--- src/design/tpsa_pkg.sv ---
// Package for the TS PSI section assembler: constants, status codes, CRC step.
// Used by every module of the block; depends on nothing.
`default_nettype none
package tpsa_pkg;

  localparam int PACKET_BYTES = 188;
  localparam int POS_W = 8;
  localparam int TGT_W = 9;

  localparam logic [7:0] SYNC_VALUE = 8'h47;
  localparam logic [7:0] FILL_BYTE = 8'hFF;
  localparam logic [31:0] CRC_POLY = 32'h04C1_1DB7;
  localparam logic [12:0] MAX_SIZE_RESET = 13'd4096;

  typedef enum logic [2:0] {
    ST_LONG_OK  = 3'd0,
    ST_SHORT_OK = 3'd1,
    ST_CRC_BAD  = 3'd2,
    ST_TOO_LONG = 3'd3,
    ST_ABORTED  = 3'd4
  } status_t;

  // One reassembler event handed to the output stage.
  typedef struct packed {
    logic        valid;
    logic [7:0]  data;
    logic        first;
    logic        last;
    status_t     status;
    logic [63:0] header;
  } evt_t;

  function automatic logic [31:0] crc_byte(input logic [31:0] crc_in, input logic [7:0] b);
    logic [31:0] c;
    c = crc_in ^ {b, 24'h0};
    for (int i = 0; i < 8; i++) begin
      c = c[31] ? ((c << 1) ^ CRC_POLY) : (c << 1);
    end
    return c;
  endfunction

endpackage
`default_nettype wire

--- src/design/tpsa_core.sv ---
// Packet parser and section reassembler; one registered input beat in, one event out.
// Depends on tpsa_pkg.
`default_nettype none
module tpsa_core
  import tpsa_pkg::*;
(
  input  wire logic        clk,
  input  wire logic        rst,
  input  wire logic        en,
  input  wire logic [7:0]  b,
  input  wire logic        pstart,
  input  wire logic [12:0] max_size,
  output evt_t             evt
);

  logic [POS_W-1:0] byte_position, byte_position_next;
  logic [3:0]  last_counter, last_counter_next;
  logic        disc, disc_next;
  logic        f_live, f_pusi, f_af, f_stuff;
  logic        f_live_next, f_pusi_next, f_af_next, f_stuff_next;
  logic [TGT_W-1:0] pay_start, pay_start_next;
  logic [TGT_W-1:0] new_pos, new_pos_next;
  logic        sec_open, sec_open_next;
  logic        hdr_done, hdr_done_next;
  logic [12:0] need, need_next;
  logic [12:0] count, count_next;
  logic [31:0] crc, crc_next;
  logic [63:0] hdr, hdr_next;

  logic [TGT_W-1:0] pos;
  logic [TGT_W-1:0] tgt;
  logic [12:0] len;
  logic        do_feed;
  logic        start_new;
  logic [12:0] f_count;
  logic [31:0] f_crc;
  logic [63:0] f_hdr;
  logic [12:0] f_need;
  logic        fin;
  logic        ended;

  always_comb begin
    byte_position_next = byte_position;
    last_counter_next = last_counter;
    disc_next = disc;
    f_live_next = f_live;
    f_pusi_next = f_pusi;
    f_af_next = f_af;
    f_stuff_next = f_stuff;
    pay_start_next = pay_start;
    new_pos_next = new_pos;
    sec_open_next = sec_open;
    hdr_done_next = hdr_done;
    need_next = need;
    count_next = count;
    crc_next = crc;
    hdr_next = hdr;
    evt = '0;
    evt.status = ST_LONG_OK;
    pos = '0;
    tgt = '0;
    len = '0;
    do_feed = 1'b0;
    start_new = 1'b0;
    f_count = count;
    f_crc = crc;
    f_hdr = hdr;
    f_need = need;
    fin = 1'b0;
    ended = 1'b0;

    if (pstart) begin
      byte_position_next = '0;
      f_live_next = (b == SYNC_VALUE);
      f_pusi_next = 1'b0;
      f_af_next = 1'b0;
      f_stuff_next = 1'b0;
      pay_start_next = '0;
      new_pos_next = '0;
    end else begin
      if (byte_position < POS_W'(PACKET_BYTES)) begin
        byte_position_next = byte_position + 1'b1;
      end
      pos = TGT_W'(byte_position_next);
      if (pos >= TGT_W'(PACKET_BYTES) || !f_live) begin
      end else if (pos == TGT_W'(1)) begin
        if (b[6]) f_pusi_next = 1'b1;
      end else if (pos == TGT_W'(2)) begin
      end else if (pos == TGT_W'(3)) begin
        if (b[3:0] == last_counter && !disc) begin
          f_live_next = 1'b0;
        end else begin
          if (b[3:0] != last_counter + 4'd1) begin
            disc_next = 1'b1;
            if (sec_open) begin
              sec_open_next = 1'b0;
              hdr_done_next = 1'b0;
              need_next = '0;
              evt.valid = 1'b1;
              evt.last = 1'b1;
              evt.status = ST_ABORTED;
              evt.header = hdr;
            end
          end
          last_counter_next = b[3:0];
          if (!b[4]) begin
            f_live_next = 1'b0;
          end else if (b[5]) begin
            f_af_next = 1'b1;
            pay_start_next = TGT_W'(5);
          end else begin
            pay_start_next = TGT_W'(4);
          end
        end
      end else if (f_af && pos == TGT_W'(4)) begin
        pay_start_next = TGT_W'(5) + TGT_W'(b);
      end else if (pos < pay_start) begin
      end else if (f_pusi && pos == pay_start) begin
        tgt = pos + TGT_W'(1) + TGT_W'(b);
        new_pos_next = (tgt < TGT_W'(PACKET_BYTES)) ? tgt : '0;
        f_stuff_next = 1'b0;
      end else if (sec_open) begin
        do_feed = 1'b1;
      end else if (new_pos != '0 && pos == new_pos) begin
        new_pos_next = '0;
        f_stuff_next = 1'b0;
        if (!(f_stuff && b == FILL_BYTE)) begin
          do_feed = 1'b1;
          start_new = 1'b1;
        end
      end

      if (do_feed) begin
        if (start_new) begin
          f_count = '0;
          f_crc = '1;
          f_hdr = '0;
          f_need = 13'd3;
          hdr_done_next = 1'b0;
          sec_open_next = 1'b1;
        end
        if (f_count < 13'd8) begin
          f_hdr[8*(7-f_count[2:0]) +: 8] = b;
        end
        hdr_next = f_hdr;
        count_next = f_count + 13'd1;
        crc_next = crc_byte(f_crc, b);
        if (f_need != '0) f_need = f_need - 13'd1;
        need_next = f_need;
        evt.valid = 1'b1;
        evt.data = b;
        evt.first = (f_count == '0);
        evt.header = f_hdr;
        if (f_need == '0) begin
          if (!(hdr_done && !start_new)) begin
            hdr_done_next = 1'b1;
            len = {1'b0, f_hdr[51:48], f_hdr[47:40]};
            if (len + 13'd3 > max_size) begin
              ended = 1'b1;
              evt.last = 1'b1;
              evt.status = ST_TOO_LONG;
            end else begin
              need_next = len;
              fin = (len == '0);
            end
          end else begin
            fin = 1'b1;
          end
          if (fin) begin
            ended = 1'b1;
            evt.last = 1'b1;
            if (f_hdr[55]) begin
              evt.status = (crc_next == '0) ? ST_LONG_OK : ST_CRC_BAD;
            end else begin
              evt.status = ST_SHORT_OK;
            end
            if (evt.status != ST_CRC_BAD) disc_next = 1'b0;
          end
          if (ended) begin
            sec_open_next = 1'b0;
            hdr_done_next = 1'b0;
            need_next = '0;
            f_stuff_next = 1'b0;
            if (!(new_pos_next != '0 && new_pos_next > pos)) begin
              new_pos_next = '0;
              if (fin && pos + TGT_W'(1) < TGT_W'(PACKET_BYTES)) begin
                new_pos_next = pos + TGT_W'(1);
                f_stuff_next = 1'b1;
              end
            end
          end
        end
      end
    end
  end

  always_ff @(posedge clk) begin
    if (rst) begin
      byte_position <= '0;
      last_counter <= '0;
      disc <= 1'b1;
      f_live <= 1'b0;
      f_pusi <= 1'b0;
      f_af <= 1'b0;
      f_stuff <= 1'b0;
      pay_start <= '0;
      new_pos <= '0;
      sec_open <= 1'b0;
      hdr_done <= 1'b0;
      need <= '0;
      count <= '0;
      crc <= '1;
      hdr <= '0;
    end else if (en) begin
      byte_position <= byte_position_next;
      last_counter <= last_counter_next;
      disc <= disc_next;
      f_live <= f_live_next;
      f_pusi <= f_pusi_next;
      f_af <= f_af_next;
      f_stuff <= f_stuff_next;
      pay_start <= pay_start_next;
      new_pos <= new_pos_next;
      sec_open <= sec_open_next;
      hdr_done <= hdr_done_next;
      need <= need_next;
      count <= count_next;
      crc <= crc_next;
      hdr <= hdr_next;
    end
  end

endmodule
`default_nettype wire

--- src/design/ts_psi_section_assembler.sv ---
// TS PSI section assembler top level: input register, reassembler core, output register.
// An input beat is captured in the input register, and its result in the output register.
// Throughput: one input beat per cycle while in_stall is low; the output register holds a result under stall.
// Reset: synchronous, clears control state; max_size returns to 4096.
// Depends on tpsa_pkg and tpsa_core.
`default_nettype none
module ts_psi_section_assembler
  import tpsa_pkg::*;
(
  input  wire logic        clk,
  input  wire logic        rst,
  input  wire logic        cfg_wr_en,
  input  wire logic [12:0] cfg_wr_data,
  input  wire logic        in_valid,
  output logic             in_stall,
  input  wire logic [7:0]  packet_byte,
  input  wire logic        packet_start,
  output logic             out_valid,
  input  wire logic        out_stall,
  output logic [7:0]       section_byte,
  output logic             first_of_section,
  output logic             last_of_section,
  output logic [2:0]       section_status,
  output logic [7:0]       tbl_id,
  output logic             syntax_indicator,
  output logic [15:0]      tbl_id_ext,
  output logic [4:0]       tbl_version,
  output logic             current_next,
  output logic [7:0]       sec_index,
  output logic [7:0]       last_sec_index,
  output logic [11:0]      sec_len_field
);

  logic [12:0] max_size;
  logic        r_valid;
  logic [7:0]  r_byte;
  logic        r_start;
  logic        advance;
  evt_t        evt;
  evt_t        o;
  logic        full;

  assign advance = !(out_valid && out_stall);
  assign in_stall = !advance;

  always_ff @(posedge clk) begin
    if (rst) begin
      max_size <= MAX_SIZE_RESET;
    end else if (cfg_wr_en) begin
      max_size <= cfg_wr_data;
    end
  end

  always_ff @(posedge clk) begin
    if (rst) begin
      r_valid <= 1'b0;
    end else if (advance) begin
      r_valid <= in_valid;
    end
  end

  always_ff @(posedge clk) begin
    if (advance) begin
      r_byte <= packet_byte;
      r_start <= packet_start;
    end
  end

  tpsa_core u_core (
    .clk      (clk),
    .rst      (rst),
    .en       (advance && r_valid),
    .b        (r_byte),
    .pstart   (r_start),
    .max_size (max_size),
    .evt      (evt)
  );

  always_ff @(posedge clk) begin
    if (rst) begin
      out_valid <= 1'b0;
    end else if (advance) begin
      out_valid <= r_valid && evt.valid;
    end
  end

  always_ff @(posedge clk) begin
    if (advance) begin
      o <= evt;
    end
  end

  assign full = o.last && (o.status == ST_LONG_OK);
  assign section_byte = o.data;
  assign first_of_section = o.first;
  assign last_of_section = o.last;
  assign section_status = o.status;
  assign tbl_id = o.header[63:56];
  assign syntax_indicator = o.header[55];
  assign sec_len_field = o.header[51:40];
  assign tbl_id_ext = full ? o.header[39:24] : '0;
  assign tbl_version = full ? o.header[21:17] : '0;
  assign current_next = full ? o.header[16] : 1'b0;
  assign sec_index = full ? o.header[15:8] : '0;
  assign last_sec_index = full ? o.header[7:0] : '0;

endmodule
`default_nettype wire
--- config.mk ---
export PLATFORM = sky130hd
export DESIGN_NAME = ts_psi_section_assembler
export DESIGN_NICKNAME = d
export VERILOG_FILES = /design/src/design/tpsa_pkg.sv /design/src/design/tpsa_core.sv /design/src/design/ts_psi_section_assembler.sv
export SDC_FILE = /design/constraint.sdc
export NUM_CORES = 1
export LEC_CHECK = 0
export BUFFER_PORTS_ARGS = -buffer_cell sky130_fd_sc_hd__buf_4
export CAP_MARGIN = 10
export CORE_MARGIN = 1.5
export CORE_UTILIZATION = 48
export CTS_BUF_LIST = sky130_fd_sc_hd__clkbuf_4
export CTS_CLUSTER_DIAMETER = 200
export DETAILED_ROUTE_END_ITERATION = 12
export GPL_ROUTABILITY_DRIVEN = 0
export PLACE_DENSITY = 0.65
export SLEW_MARGIN = 5
export SYNTH_ARGS = -nofsm -noshare
export SYNTH_HDL_FRONTEND = slang
export SYNTH_SLANG_ARGS = --single-unit
--- constraint.sdc ---
create_clock -name clk -period 10.54 [get_ports clk]
set_input_delay 1.581 -clock clk [delete_from_list [all_inputs] [get_ports clk]]
set_output_delay 1.581 -clock clk [all_outputs]
set_load 0.1 [all_outputs]
==> summary.md <==
The tools report the final routed wirelength across all metal layers as 46.0 mm. Based on the critical path, the design can be clocked at up to 114 MHz. For the pin with the worst max-slew slack, the measured transition is 1.22 ns.

The flow ran to the end, and the final reports show no timing, DRC or antenna violations. Once detail routing completed, the nets flagged for antenna violations numbered 0. In the final timing run, aggregate negative setup slack is 0 ns.

The height of the chip works out to 186 um. The path category of the worst min-delay check was reg2reg. The required time of the critical path is 11.16 ns.

The number of nets in the synthesized netlist is 2019. Setup repair after global routing left no endpoint under its margin. Entering global routing, the biggest net connects 90 pins. Clock tree synthesis inserted a total of 72 buffers.

At the placement stage, the worst setup path has a slack of 1.96 ns. Summing every instance area after synthesis gives 16100 um2. The final critical-path setup slack came out at 1.73 ns. The tools report the CTS root buffer as clkbuf_4.

The leading cell type in the layout, fill and taps excluded is nand2_1. After detailed routing, the met2 layer carries 21.3 mm of wire. The run gives 0.72 ns as the insertion delay to the later sink of the worst-skew pair. The number of synthesized flops with an enable pin was 81; the routed length on met3 was 3.12 mm.

Initial standard-cell utilization of the core: 49.1%. For flop-to-flop paths, the worst setup slack is 1.73 ns. The floorplan step defined a die boundary enclosing 34600 um2.

The type of element capturing the critical path was a flip-flop. The share of the cycle needed by the critical path after routing works out to 83.6%. Detailed placement finished with a half-perimeter wire length of 30.7 mm. In the layout the commonest cells are 242 x nand2_1, 209 x nor2_1, 169 x dfxtp_1, 128 x buf_4, 121 x xnor2_1. For the worst flop-to-flop path, the logic depth is 30. The worst setup path is of the reg2reg kind. During synthesis, Yosys emitted a total of 0 warnings.

The overall via count from detail_route was 14700; the proportion of layout cells with a drive suffix above 1 was 13.8%. In the synthesized netlist the dominant register cell turns out to be dfxtp_1. The number of buffer and inverter instances along the worst setup path is 2, and the maximum fanout along the worst path is 36.

The initial antenna violation count was 1. STA classifies the critical path startpoint as a flip-flop. For the core outline area, the log shows 32800 um2.

Setup violations remaining at the end of the flow were counted as 0. The tools report the largest voltage drop on the vdd net as 0.0000757 V. The routed design could run at a clock period as short as 8.81 ns.

The total power per unit cell area was 120 nW/um2; the total grt overflow was 0. After clock tree synthesis, the setup repair step added 0 buffers. Clock-pin slew was measured on the worst setup and hold paths at 0.06 ns. For the synthesized netlist cell count, the log shows 1941. The kind of cell with the highest combined delay along the critical path is simple AND/OR/NAND/NOR gates.

The number of clock sinks seen by CTS is 250. The count of endpoints failing hold in the final timing report came out at 0. The worst endpoint data arrival time was 9.43 ns; the first-pass GRT wire length was 73.1 mm. Among all stages on the critical path, the largest delay is contributed by nor4_1. After clock tree synthesis, the repair step resized 0 gates.

In the final routed layout, each cell accounts on average for 18.5 um. Final cell utilization of the core: 54.4%. Clock skew on the completed layout was measured at 0.0487 ns. Once layout is complete, the cells apart from fillers number 2480.

The worst hold path was traced through 2 stages. The detailed router finished its first iteration with 1252 violations. TritonCTS built the clock tree. The area growth from synthesis to final layout is 10.8%. In this design, the critical path's most frequently occurring cell is ha_1. On the worst path, the slowest cell contributes a delay of 0.87 ns. For the sequential-to-total area share from yosys stat, the log shows 36.1%. The highest metal layer carrying signal wires in the routed design is met4. After detailed routing, the number of remaining DRC violations is 0.

The tools report the quantity of hold-fixing buffers added after cts as 0. The net count of the finished layout is 2062. The first TritonRoute pass finished after 8 iterations. The static leakage is 7.50 nW, and the total routed wire length on the met1 layer is 19.9 mm.

Counting flops and latches in the post-synthesis netlist gives 250. Port buffering added 100 buffers. The tools report the total of fill cells in the finished design as 3049.

The number of global-route vias before repair came out at 13700. Counting tap cells, the placed design contains a total of 2352 instances. The run gives 3 as the buffer depth of the longest clock path.

The total power consumption of the routed design is 2.13 mW, and the count of max-cap constraint violations is 0. Counting buffers and inverters, the worst setup path is 30 cells deep. CTS built an H-tree with a depth of 3.

After detailed routing, the number of vias per cell comes to 5.91. In the synthesized netlist the async set-or-reset flop fraction comes to 0%. 101 I/O pins were placed. The floorplan die width is 186 um, and the number of standard-cell rows in the floorplan is 66. The number of library cell types mapped by synthesis came out at 91.

A synthesized cell averages 8.29 um2. The tools report the aggregate global-route resource usage as 26.8%. Measured against its own limit, the worst slew margin works out to 18.4%.

Number of slew-limit violations in the final report: 0.
flip-flops by register name, indices dropped and copies added (netlist names), 4 cells and up:
register	cells
u_core.hdr	59
o	38
u_core.crc	32
max_size	13
u_core.count	13
u_core.need	13
sec_len_field	12
u_core.new_pos	9
u_core.pay_start	9
r_byte	8
section_byte	8
tbl_id	8
u_core.byte_position	8
u_core.last_counter	4
cells by family after synthesis:
kind of cell,count (synthesis),synth area share [%]
AOI/OAI and AO/OA,455,19.0
xor gates and xnor gates,185,10.2
adders and majority gates,51,4.01
buffers and inverters,230,6.37
DFF,250,36.1
muxes,41,2.60
and+or+nand+nor,729,21.7
cell type report:
| cell class | instances | area, um2 | area share (%) |
|---|---|---|---|
| inverter | 71 | 267 | 1.50 |
| multi-input combinational | 1461 | 9290 | 52.1 |
| tap | 442 | 553 | 3.10 |
| antenna | 1 | 2.50 | 0.0140 |
| clock buffer | 107 | 803 | 4.51 |
| timing repair buffer | 128 | 961 | 5.39 |
| sequential | 250 | 5820 | 32.6 |
| clock inverter | 20 | 134 | 0.751 |
power breakdown:
part	leakage (nW)	switching [mW]	total, mW	internal, mW
sequential	2.35	0.00402	0.998	0.994
clock	0.560	0.428	0.940	0.512
combinational	4.59	0.122	0.195	0.0726
total	7.50	0.554	2.13	1.58
synthesized netlist by cell type (4+ instances only):
master,instances,area [um2]
a211oi_1,13,97.6
a21o_1,44,330
a21oi_1,116,581
a22o_1,28,245
a22oi_1,35,263
a31oi_1,24,150
a32oi_1,4,35.0
a41oi_1,7,61.3
and2_1,51,319
and3_1,36,225
and3b_1,4,35.0
and4_1,6,52.6
buf_1,9,33.8
buf_2,19,95.1
buf_4,33,248
clkbuf_1,96,360
dfxtp_1,169,3380
edfxtp_1,81,2430
ha_1,50,626
inv_1,69,259
mux2i_1,37,370
nand2_1,243,912
nand2b_1,6,37.5
nand3_1,50,250
nand4_1,20,125
nor2_1,210,788
nor2b_1,8,50.1
nor3_1,32,160
nor3b_1,6,45.0
nor4_1,17,106
o2111ai_1,7,61.3
o211ai_1,35,263
o21a_1,14,105
o21ai_0,67,335
o21ai_1,13,65.1
o311ai_0,4,35.0
o32ai_1,4,35.0
or3_1,6,37.5
or4_1,8,60.1
xnor2_1,121,1060
xor2_1,63,552
layer usage:
layer,GRT usage (%),vias up
met1,35.3,6980
met5,0,-
met4,12.4,0
met2,43.1,624
li1,-,6937
met3,4.25,128
final timing paths:
check,start,endpoint
worst max-delay path,u_core.byte_position[0],u_core.new_pos[2]
worst min-delay path,u_core.hdr[0],u_core.hdr[0]
worst min register to register,u_core.hdr[0],u_core.hdr[0]
worst max register to register,u_core.byte_position[0],u_core.new_pos[2]
per-stage QoR:
stage | hold WS (ns) | cell area, um2
floorplan | 0.432 | 16100
global placement | 0.438 | 16900
detailed placement | 0.445 | 16900
CTS | 0.453 | 17800
global route | 0.479 | 17800
finish | 0.452 | 17800
worst reg2reg max path, delay by kind of cell, from the launching register on:
kind	cells	cell delay, ns
AOI/OAI and AO/OA	7	1.72
xor gates and xnor gates	2	0.44
adders and majority gates	4	1.50
buffers and inverters	2	0.52
DFF	1	0.55
and+or+nand+nor	15	4.01
No activity file was read; power rests on OpenSTA's default activity.
